`src/rtl/core/ofs_pkg.sv`:
```
package ofs_pkg;

    localparam int NOW_W      = 63;
    localparam int TIME_W     = 64;
    localparam int PHASE_W    = 2;
    localparam int ALPHA_W    = 17;
    localparam int CFG_IDX_W  = 3;
    localparam int CFG_DATA_W = 32;

    typedef logic [PHASE_W-1:0] t_phase_code;

    localparam t_phase_code PH_HIDDEN   = 2'd0;
    localparam t_phase_code PH_FADE_IN  = 2'd1;
    localparam t_phase_code PH_SHOW     = 2'd2;
    localparam t_phase_code PH_FADE_OUT = 2'd3;

    // phase and time left to the deadline, handed to the opacity pipeline
    typedef struct packed {
        t_phase_code       phase;
        logic [TIME_W-1:0] d;
    } t_ramp_req;

endpackage

```
`src/rtl/core/ofs_in_if.sv`:
```
interface ofs_in_if import ofs_pkg::*; ();
    logic             valid;
    logic             ready;
    logic [NOW_W-1:0] now_ns;

    modport source (output valid, output now_ns, input ready);
    modport sink   (input valid, input now_ns, output ready);
endinterface

```
`src/rtl/core/ofs_out_if.sv`:
```
interface ofs_out_if import ofs_pkg::*; ();
    logic               valid;
    logic               ready;
    logic [PHASE_W-1:0] phase;
    logic               draw;
    logic [ALPHA_W-1:0] alpha;

    modport source (output valid, output phase, output draw, output alpha, input ready);
    modport sink   (input valid, input phase, input draw, input alpha, output ready);
endinterface

```
`src/rtl/core/ofs_cfg_if.sv`:
```
interface ofs_cfg_if import ofs_pkg::*; ();
    logic                  valid;
    logic                  ready;
    logic [CFG_IDX_W-1:0]  index;
    logic [CFG_DATA_W-1:0] data;

    modport source (output valid, output index, output data, input ready);
    modport sink   (input valid, input index, input data, output ready);
endinterface

```
`src/rtl/core/overlay_fade_sequencer.sv`:
```
// Overlay fade sequencer: one result per frame request, a new request can be taken every
// cycle while the output is not stalled and no configuration settle is under way.
// The phase and deadline update for a request is done combinationally from the input register,
// which is what keeps the rate at one per cycle; the opacity is then worked out in a five stage pipeline
// (saturate, reciprocal multiply, remainder check, correction, opacity select). After reset
// and after every configuration write to a listed register, requests are held off
// while durations are rescaled to nanoseconds and the show lengths are derived.
module overlay_fade_sequencer import ofs_pkg::*; (
    input  logic      i_clk,
    input  logic      i_rst_n,
    ofs_cfg_if.sink   i_cfg,
    ofs_in_if.sink    i_req,
    ofs_out_if.source o_res
);

    localparam int NS_W  = 42;
    localparam int LEN_W = NS_W + 1;

    localparam logic [CFG_IDX_W-1:0] REG_POLICY   = 3'd0;
    localparam logic [CFG_IDX_W-1:0] REG_START    = 3'd1;
    localparam logic [CFG_IDX_W-1:0] REG_SHOW     = 3'd2;
    localparam logic [CFG_IDX_W-1:0] REG_FADE_IN  = 3'd3;
    localparam logic [CFG_IDX_W-1:0] REG_FADE_OUT = 3'd4;
    localparam logic [CFG_IDX_W-1:0] REG_INTERVAL = 3'd5;

    localparam logic [1:0] POL_CUSTOM = 2'd1;
    localparam logic [1:0] POL_ALWAYS = 2'd2;

    localparam logic [1:0]      CFG_SETTLE = 2'd2;
    localparam logic [NS_W-1:0] NS_PER_US  = 42'd1000;

    typedef enum logic [3:0] {
        ST_HIDDEN   = 4'b0001,
        ST_FADE_IN  = 4'b0010,
        ST_SHOW     = 4'b0100,
        ST_FADE_OUT = 4'b1000
    } t_phase_st;

    logic [1:0]       r_policy;
    logic [NS_W-1:0]  r_start_ns, r_show_ns, r_fi_ns, r_fo_ns, r_iv_ns;
    logic [LEN_W-1:0] r_fades, r_first_len, r_later_len;
    logic [1:0]       r_busy;

    t_phase_st         r_phase, n_phase;
    logic [TIME_W-1:0] r_deadline, n_deadline;
    logic              r_first_pass, n_first;

    logic             r_s0_valid;
    logic [NOW_W-1:0] r_s0_now;
    logic             r_s1_valid;
    t_ramp_req        r_s1_req;

    logic              cfg_wr, cfg_hit;
    logic [NS_W-1:0]   cfg_ns;
    logic              s0_ready, s1_ready, pipe_ready, in_acc;
    logic [TIME_W-1:0] now64, dl_diff, s1_d;
    logic              held, dl_zero, c_adv;
    logic [LEN_W-1:0]  c_add;
    t_phase_code       c_code;

    assign i_cfg.ready = 1'b1;
    assign cfg_wr      = i_cfg.valid;
    assign cfg_hit     = cfg_wr && (i_cfg.index <= REG_INTERVAL);
    assign cfg_ns      = NS_W'(i_cfg.data) * NS_PER_US;

    always_ff @(posedge i_clk) begin
        if (!i_rst_n) begin
            r_policy   <= '0;
            r_start_ns <= '0;
            r_show_ns  <= '0;
            r_fi_ns    <= '0;
            r_fo_ns    <= '0;
            r_iv_ns    <= '0;
            r_busy     <= CFG_SETTLE;
        end else begin
            if (cfg_hit) begin
                r_busy <= CFG_SETTLE;
            end else if (r_busy != 2'd0) begin
                r_busy <= r_busy - 2'd1;
            end
            if (cfg_wr) begin
                case (i_cfg.index)
                    REG_POLICY:   r_policy   <= i_cfg.data[1:0];
                    REG_START:    r_start_ns <= cfg_ns;
                    REG_SHOW:     r_show_ns  <= cfg_ns;
                    REG_FADE_IN:  r_fi_ns    <= cfg_ns;
                    REG_FADE_OUT: r_fo_ns    <= cfg_ns;
                    REG_INTERVAL: r_iv_ns    <= cfg_ns;
                    default:      ;
                endcase
            end
        end
    end

    // show length net of both fades, clamped at zero
    always_ff @(posedge i_clk) begin
        r_fades     <= LEN_W'(r_fi_ns) + LEN_W'(r_fo_ns);
        r_first_len <= (LEN_W'(r_start_ns) > r_fades) ? LEN_W'(r_start_ns) - r_fades : '0;
        r_later_len <= (LEN_W'(r_show_ns) > r_fades) ? LEN_W'(r_show_ns) - r_fades : '0;
    end

    assign s1_ready    = !r_s1_valid || pipe_ready;
    assign s0_ready    = !r_s0_valid || s1_ready;
    assign i_req.ready = s0_ready && (r_busy == 2'd0);
    assign in_acc      = i_req.valid && i_req.ready;

    always_ff @(posedge i_clk) begin
        if (!i_rst_n) begin
            r_s0_valid <= 1'b0;
        end else if (s0_ready) begin
            r_s0_valid <= in_acc;
        end
    end

    always_ff @(posedge i_clk) begin
        if (in_acc) r_s0_now <= i_req.now_ns;
    end

    assign now64   = TIME_W'(r_s0_now);
    assign held    = now64 < r_deadline;
    assign dl_diff = r_deadline - now64;
    assign dl_zero = (r_deadline == '0);

    always_comb begin
        n_phase    = r_phase;
        n_first    = r_first_pass;
        n_deadline = r_deadline;
        c_add      = '0;
        c_adv      = 1'b0;
        case (r_policy)
            POL_CUSTOM: begin
                if (dl_zero) begin
                    n_phase = ST_FADE_IN;
                    n_first = 1'b1;
                    c_add   = LEN_W'(r_fi_ns);
                    c_adv   = 1'b1;
                end else if (!held) begin
                    c_adv = 1'b1;
                    case (r_phase)
                        ST_FADE_IN: begin
                            n_phase = ST_SHOW;
                            n_first = 1'b0;
                            c_add   = r_first_pass ? r_first_len : r_later_len;
                        end
                        ST_SHOW: begin
                            n_phase = ST_FADE_OUT;
                            c_add   = LEN_W'(r_fo_ns);
                        end
                        ST_FADE_OUT: begin
                            n_phase = ST_HIDDEN;
                            c_add   = LEN_W'(r_iv_ns);
                        end
                        default: begin
                            n_phase = ST_FADE_IN;
                            c_add   = LEN_W'(r_fi_ns);
                        end
                    endcase
                end
            end
            POL_ALWAYS: n_phase = ST_SHOW;
            default:    n_phase = ST_HIDDEN;
        endcase
        if (c_adv) n_deadline = now64 + TIME_W'(c_add);
        // after an advance the time left is exactly the added length
        s1_d = c_adv ? TIME_W'(c_add) : (held ? dl_diff : '0);
    end

    always_comb begin
        case (n_phase)
            ST_FADE_IN:  c_code = PH_FADE_IN;
            ST_SHOW:     c_code = PH_SHOW;
            ST_FADE_OUT: c_code = PH_FADE_OUT;
            default:     c_code = PH_HIDDEN;
        endcase
    end

    always_ff @(posedge i_clk) begin
        if (!i_rst_n) begin
            r_phase      <= ST_HIDDEN;
            r_deadline   <= '0;
            r_first_pass <= 1'b1;
        end else if (cfg_hit) begin
            r_deadline   <= '0;
            r_first_pass <= 1'b1;
        end else if (r_s0_valid && s1_ready) begin
            r_phase      <= n_phase;
            r_deadline   <= n_deadline;
            r_first_pass <= n_first;
        end
    end

    always_ff @(posedge i_clk) begin
        if (!i_rst_n) begin
            r_s1_valid <= 1'b0;
        end else if (s1_ready) begin
            r_s1_valid <= r_s0_valid;
        end
    end

    always_ff @(posedge i_clk) begin
        if (s1_ready) begin
            r_s1_req.phase <= c_code;
            r_s1_req.d     <= s1_d;
        end
    end

    ofs_alpha_pipe u_alpha (
        .i_clk   (i_clk),
        .i_rst_n (i_rst_n),
        .i_valid (r_s1_valid),
        .o_ready (pipe_ready),
        .i_req   (r_s1_req),
        .o_res   (o_res)
    );

    a_cfg_restart: assert property (@(posedge i_clk) disable iff (!i_rst_n)
        cfg_hit |=> (r_deadline == '0 && r_first_pass))
        else $error("register write did not restart the cycle");

    a_settle_block: assert property (@(posedge i_clk) disable iff (!i_rst_n)
        (r_busy != 2'd0) |-> !i_req.ready)
        else $error("request taken before durations settled");

    a_first_show_done: assert property (@(posedge i_clk) disable iff (!i_rst_n)
        (r_s0_valid && s1_ready && !cfg_hit && r_policy == POL_CUSTOM && !dl_zero && !held
         && r_phase == ST_FADE_IN) |=> (!r_first_pass && r_phase == ST_SHOW))
        else $error("entering show did not end the first pass");

endmodule

```
`src/rtl/core/ofs_alpha_pipe.sv`:
```
module ofs_alpha_pipe import ofs_pkg::*; (
    input  logic      i_clk,
    input  logic      i_rst_n,
    input  logic      i_valid,
    output logic      o_ready,
    input  t_ramp_req i_req,
    ofs_out_if.source o_res
);

    localparam int DS_W      = 29;
    localparam int M_W       = 28;
    localparam int PROD_W    = DS_W + M_W;
    localparam int RECIP_SH  = 40;
    localparam int C_W       = 21;
    localparam int REM_W     = DS_W + 9;

    localparam logic [DS_W-1:0]    RAMP_NS   = 29'd500000000;
    // floor(2^40 * 65536 / 500000000)
    localparam logic [M_W-1:0]     RECIP_M   = 28'd144115188;
    // 500000000 / 256
    localparam logic [C_W-1:0]     DIV_C     = 21'd1953125;
    localparam logic [ALPHA_W-1:0] ALPHA_ONE = 17'd65536;

    logic rdy2, rdy3, rdy4, rdy5, rdy6;
    logic r_v2, r_v3, r_v4, r_v5, r_v6;

    t_phase_code        r_s2_phase, r_s3_phase, r_s4_phase, r_s5_phase;
    logic [DS_W-1:0]    r_s2_ds, r_s3_ds, r_s4_ds;
    logic               r_s2_dzero, r_s3_dzero, r_s4_dzero, r_s5_dzero;
    logic [PROD_W-1:0]  r_s3_prod;
    logic [ALPHA_W-1:0] r_s4_q, r_s5_q;
    logic [REM_W-1:0]   r_s4_prod;

    t_phase_code        r_res_phase;
    logic               r_res_draw;
    logic [ALPHA_W-1:0] r_res_alpha;

    logic [ALPHA_W-1:0] q_est;
    logic [REM_W-1:0]   rem;
    logic               corr;
    logic [ALPHA_W-1:0] n_alpha;

    assign rdy6    = !r_v6 || o_res.ready;
    assign rdy5    = !r_v5 || rdy6;
    assign rdy4    = !r_v4 || rdy5;
    assign rdy3    = !r_v3 || rdy4;
    assign rdy2    = !r_v2 || rdy3;
    assign o_ready = rdy2;

    always_ff @(posedge i_clk) begin
        if (!i_rst_n) begin
            r_v2 <= 1'b0;
            r_v3 <= 1'b0;
            r_v4 <= 1'b0;
            r_v5 <= 1'b0;
            r_v6 <= 1'b0;
        end else begin
            if (rdy2) r_v2 <= i_valid;
            if (rdy3) r_v3 <= r_v2;
            if (rdy4) r_v4 <= r_v3;
            if (rdy5) r_v5 <= r_v4;
            if (rdy6) r_v6 <= r_v5;
        end
    end

    // saturate to the ramp length
    always_ff @(posedge i_clk) begin
        if (rdy2) begin
            r_s2_phase <= i_req.phase;
            r_s2_ds    <= (i_req.d > TIME_W'(RAMP_NS)) ? RAMP_NS : i_req.d[DS_W-1:0];
            r_s2_dzero <= (i_req.d == '0);
        end
    end

    // reciprocal multiply, estimate is exact or one low
    always_ff @(posedge i_clk) begin
        if (rdy3) begin
            r_s3_phase <= r_s2_phase;
            r_s3_ds    <= r_s2_ds;
            r_s3_dzero <= r_s2_dzero;
            r_s3_prod  <= PROD_W'(r_s2_ds) * PROD_W'(RECIP_M);
        end
    end

    assign q_est = r_s3_prod[RECIP_SH +: ALPHA_W];

    always_ff @(posedge i_clk) begin
        if (rdy4) begin
            r_s4_phase <= r_s3_phase;
            r_s4_ds    <= r_s3_ds;
            r_s4_dzero <= r_s3_dzero;
            r_s4_q     <= q_est;
            r_s4_prod  <= REM_W'(q_est) * REM_W'(DIV_C);
        end
    end

    // remainder check fixes the low estimate
    assign rem  = {1'b0, r_s4_ds, 8'd0} - r_s4_prod;
    assign corr = (rem >= REM_W'(DIV_C));

    always_ff @(posedge i_clk) begin
        if (rdy5) begin
            r_s5_phase <= r_s4_phase;
            r_s5_dzero <= r_s4_dzero;
            r_s5_q     <= r_s4_q + ALPHA_W'(corr);
        end
    end

    always_comb begin
        case (r_s5_phase)
            PH_HIDDEN:   n_alpha = '0;
            PH_FADE_IN:  n_alpha = ALPHA_ONE - r_s5_q;
            PH_FADE_OUT: n_alpha = r_s5_dzero ? ALPHA_ONE : r_s5_q;
            default:     n_alpha = ALPHA_ONE;
        endcase
    end

    always_ff @(posedge i_clk) begin
        if (rdy6) begin
            r_res_phase <= r_s5_phase;
            r_res_draw  <= (r_s5_phase != PH_HIDDEN);
            r_res_alpha <= n_alpha;
        end
    end

    assign o_res.valid = r_v6;
    assign o_res.phase = r_res_phase;
    assign o_res.draw  = r_res_draw;
    assign o_res.alpha = r_res_alpha;

    a_rem_bound: assert property (@(posedge i_clk) disable iff (!i_rst_n)
        r_v4 |-> rem < (REM_W'(DIV_C) + REM_W'(DIV_C)))
        else $error("reciprocal estimate off by more than one");

    a_q_bound: assert property (@(posedge i_clk) disable iff (!i_rst_n)
        r_v5 |-> r_s5_q <= ALPHA_ONE)
        else $error("ramp quotient above full opacity");

    a_hidden_dark: assert property (@(posedge i_clk) disable iff (!i_rst_n)
        (r_v6 && r_res_phase == PH_HIDDEN) |-> (!r_res_draw && r_res_alpha == '0))
        else $error("hidden result drawn or not transparent");

endmodule

```
`src/flat_wrapper.sv`:
```
// flat-port wrapper written by rule: the top's interface ports become plain ports
module overlay_fade_sequencer_flat import ofs_pkg::*;
  (i_clk, i_rst_n, i_cfg_valid, i_cfg_index, i_cfg_data, i_cfg_ready, i_req_valid, i_req_now_ns, i_req_ready, o_res_valid, o_res_phase, o_res_draw, o_res_alpha, o_res_ready);
  ofs_cfg_if i_cfg_i ();
  ofs_in_if i_req_i ();
  ofs_out_if o_res_i ();
  input  logic i_clk;
  input  logic i_rst_n;
  input wire logic [$bits(i_cfg_i.valid)-1:0] i_cfg_valid;
  input wire logic [$bits(i_cfg_i.index)-1:0] i_cfg_index;
  input wire logic [$bits(i_cfg_i.data)-1:0] i_cfg_data;
  output wire logic [$bits(i_cfg_i.ready)-1:0] i_cfg_ready;
  input wire logic [$bits(i_req_i.valid)-1:0] i_req_valid;
  input wire logic [$bits(i_req_i.now_ns)-1:0] i_req_now_ns;
  output wire logic [$bits(i_req_i.ready)-1:0] i_req_ready;
  output wire logic [$bits(o_res_i.valid)-1:0] o_res_valid;
  output wire logic [$bits(o_res_i.phase)-1:0] o_res_phase;
  output wire logic [$bits(o_res_i.draw)-1:0] o_res_draw;
  output wire logic [$bits(o_res_i.alpha)-1:0] o_res_alpha;
  input wire logic [$bits(o_res_i.ready)-1:0] o_res_ready;
  assign i_cfg_i.valid = i_cfg_valid;
  assign i_cfg_i.index = i_cfg_index;
  assign i_cfg_i.data = i_cfg_data;
  assign i_cfg_ready = i_cfg_i.ready;
  assign i_req_i.valid = i_req_valid;
  assign i_req_i.now_ns = i_req_now_ns;
  assign i_req_ready = i_req_i.ready;
  assign o_res_valid = o_res_i.valid;
  assign o_res_phase = o_res_i.phase;
  assign o_res_draw = o_res_i.draw;
  assign o_res_alpha = o_res_i.alpha;
  assign o_res_i.ready = o_res_ready;
  overlay_fade_sequencer u_core (.i_clk(i_clk), .i_rst_n(i_rst_n), .i_cfg(i_cfg_i), .i_req(i_req_i), .o_res(o_res_i));
endmodule
```
`config.mk`:
```
export PLATFORM = sky130hd
export DESIGN_NAME = overlay_fade_sequencer_flat
export DESIGN_NICKNAME = d
export VERILOG_FILES = /design/src/rtl/core/ofs_pkg.sv /design/src/rtl/core/ofs_in_if.sv /design/src/rtl/core/ofs_out_if.sv /design/src/rtl/core/ofs_cfg_if.sv /design/src/rtl/core/overlay_fade_sequencer.sv /design/src/rtl/core/ofs_alpha_pipe.sv /design/src/flat_wrapper.sv
export SDC_FILE = /design/constraint.sdc
export NUM_CORES = 2
export LEC_CHECK = 0
export CAP_MARGIN = 10
export CORE_ASPECT_RATIO = 1.5
export CORE_MARGIN = 5
export CORE_UTILIZATION = 57
export DETAILED_ROUTE_END_ITERATION = 10
export DONT_BUFFER_PORTS = 1
export PLACE_DENSITY = 0.8
export RECOVER_POWER = 50
export SETUP_SLACK_MARGIN = 0.05
export SLEW_MARGIN = 20
export SYNTH_ARGS = -nofsm -noshare
export SYNTH_HDL_FRONTEND = slang
export SYNTH_HIERARCHICAL = 1
export SYNTH_SLANG_ARGS = --single-unit
export TNS_END_PERCENT = 1
```
`constraint.sdc`:
```
create_clock -name i_clk -period 22.1 [get_ports i_clk]
set_input_delay 0 -clock i_clk [delete_from_list [all_inputs] [get_ports i_clk]]
set_output_delay 0 -clock i_clk [all_outputs]
set_load 0.005 [all_outputs]
```
==> flow_summary.ini <==
[outcome]
outcome = complete, but fails checks
violations = capacitance limit, slew limit

[sta]
fmax_mhz = 116
hold-worst-slack_ns = 0.0443
finalSetupTns_ns = 0
rsz0062_at_grt = false
hold_violations = 0
setup_violations = 0
fin_crit_ns = 8.62
relSlewSlack_pct = -485
fin_skew_ns = 0.0565
period_share_pct = 39.0
maxSlewViolCount = 494
worst_pin_slew_ns = 8.77

[clock_tree]
clk_pin_slew_ns = 0.06
ctsResizeCount = 0
cts_root_buf = clkbuf_16
insertion_delay_ns = 0.71
cts_inserted_buffers = 77
htreeDepth = 3
clkSinkCount = 730
cts_setup_buffers = 0
cts_tree = done
clockBufferDepth = 3

[floorplan]
die_area_sq_um = 119000
die_x_microns = 284
core_area_sq_um = 111000
chipHeight_microns = 421
io_pins = 126
rows = 150
start_util_pct = 57.5

[grt]
grt_pass1_vias = 53547
antenna_found_initial = 4
grt_pass1_wl_microns = 301000
grt_overflow = 0
grt_max_degree = 217
groute.usage.overall_pct = 32.6

[power]
power.leakage_uw = 0.0337
ir_worst_vdd_v = 0.000125
seqPwrFrac_pct = 22.7
p_per_area_nw_per_um2 = 113
p_int_uw = 4100
p_sw_share_pct = 47.7
pwr-share-comb_pct = 59.5
power.share.clock_pct = 17.8
p_switching_uw = 3730
finalPower_uw = 7830

[critical_path]
r2r-start = u_core/r_s0_now[47]
crit_start = i_rst_n
critical_path_class = input pin to flop
cp_data_required_time_ns = 22.65
cp.arrival_ns = 9.17
end_kind = flop
start_kind = input pin
crit_path_max_fanout = 216

[placed_design]
hpwlAfterDp_microns = 156000
place_congestion = 1.01
portBuffers = 0

[synthesis]
synth_top_area_cell = fa_1
ys.flop_type = dfxtp_1
syn_avg_cell_area_sq_um = 9.36
ys_types = 97
syn_inst = 6843
ys_ff_latch = 730
ys_warn_count = 6
synth_top_area_share_pct = 15.9
synthArstFlopShare_pct = 0
synthTopCellsByArea = fa_1 (16%), edfxtp_1 (16%), ha_1 (16%)
synth_nets = 8250
synth-seq-area-share_pct = 28.1
synth-edff-count = 335
synth_area_sq_um = 64100

[drt]
wire_per_inst_microns = 23.6
ant_nets = 0
drc = 0
via_per_inst = 6.11
vias = 51316
first_pass_iters = 6
routed_wl_microns = 198000
drtIter0Drc = 3652

[final_layout]
nets = 8292
drive_gt1_share_pct = 3.27
syn_to_final_growth_pct = 8.31
layout_common_cells = inv_1 (985), ha_1 (796), nand2_1 (606)
final_common_cell = inv_1
fill_cells = 9246

[min_path]
hp-class = input pin to flop
hold_start = i_req_now_ns[16]

[job]
drv_cap = 8
## power groups by stage
stage	Clock, uW	Combinational [uW]	Sequential (uW)
CTS	1410	4570	1780
global placement	0	4420	1800
floorplan	0	3130	1750
detailed placement	0	4510	1800
global route	1460	5050	1790
finish	1390	4660	1780
## final timing paths
check                                            endpoint  slack (ns)  cells after the start
worst min-delay path                  u_core/r_s0_now[16]        0.04                      1
worst min register to register  u_core/u_alpha/r_s4_ds[1]        0.42                      0
worst max-delay path                 u_core/r_deadline[5]       13.48                      5
worst max register to register      u_core/r_deadline[49]       13.99                     23
## registers in the layout, summed over array words and instances (netlist names), 4 cells and up
register                    flops
u_core/r_deadline              64
u_core/u_alpha/r_s5_q          17
u_core/u_alpha/r_s3_prod       17
u_core/r_start_ns              39
u_core/u_alpha/r_s4_ds         29
u_core/r_fades                 40
u_core/r_fo_ns                 39
u_core/r_iv_ns                 39
u_core/r_phase                  4
u_core/r_s0_now                63
u_core/u_alpha/r_s2_ds         29
u_core/r_fi_ns                 39
u_core/u_alpha/r_s4_q          17
u_core/u_alpha/r_s3_ds         29
u_core/r_first_len             40
u_core/u_alpha/o_res.alpha     17
u_core/r_s1_req                66
u_core/u_alpha/r_s4_prod       36
u_core/r_show_ns               39
u_core/r_later_len             40
## critical path, cell delays in order
cell and delay [ns]:
dlygate4sd3_1 0.87, clkbuf_1 6.11, nand2_1 0.40, clkbuf_1 1.17, a211oi_1 0.54
## Yosys cell counts, types with 150 or more instances
master,n
a21boi_0,150
inv_1,986
edfxtp_1,335
a21o_1,212
nand2_1,607
clkbuf_1,162
o21ai_0,281
nor2_1,426
dfxtp_1,395
ha_1,796
xnor2_1,199
a21oi_1,396
fa_1,508
## per-stage QoR
| step | setup slack, ns | utilization [%] | cell area, sq um | std cells |
|---|---|---|---|---|
| after floorplan | 14.95 | - | 64100 | 6843 |
| after global placement | 14.41 | 58.7 | 65400 | 8119 |
| after detailed placement | 14.33 | 58.7 | 65400 | 8119 |
| after CTS | 14.28 | 62.3 | 69400 | 8391 |
| after global routing | 13.02 | 62.2 | 69400 | 8393 |
| final | 13.48 | 62.2 | 69400 | 8397 |
## logic make-up (layout without fill, tap and decap cells)
kind of cell	Yosys count	in the layout	share of synthesized area (%)
AOI/OAI and AO/OA	1543	1543	15.9
xor gates and xnor gates	320	320	4.38
adders and majority gates	1304	1304	31.4
buffers and inverters	1196	1301	7.09
DFF	730	730	28.1
muxes	58	58	0.936
other	1	6	0.00585
and+or+nand+nor	1691	1691	12.3
## routing by layer
| layer | up-vias | share of wire (%) | GRT usage [%] | routed length (microns) |
|---|---|---|---|---|
| met1 | 24798 | 33 | 32.3 | 66000 |
| li1 | 23568 | - | - | - |
| met3 | 880 | 5.3 | 4.50 | 10400 |
| met2 | 2068 | 51 | 60.1 | 101000 |
| met4 | 2 | 11 | 27.3 | 20900 |
| met5 | - | 0.0040 | 0 | 8 |
## final cells by class
cell class / instances / area (sq um) / area share, %
repair buffers: 173 / 1590 / 2.29
well taps: 1444 / 1810 / 2.60
multi-input cells: 4917 / 41600 / 60.0
clock buffers: 109 / 2200 / 3.17
flip-flops and latches: 730 / 18000 / 25.9
inverters: 986 / 3700 / 5.34
diodes: 5 / 12.5 / 0.0180
clock inverters: 33 / 484 / 0.698
## repair_timing
item / 4_1_cts / 5_1_grt
endpoints found under the hold margin: 314 / 0
hold buffers: 130 / 0
setup endpoints to repair: 0 / 0
(Power assumes the default switching activity.)
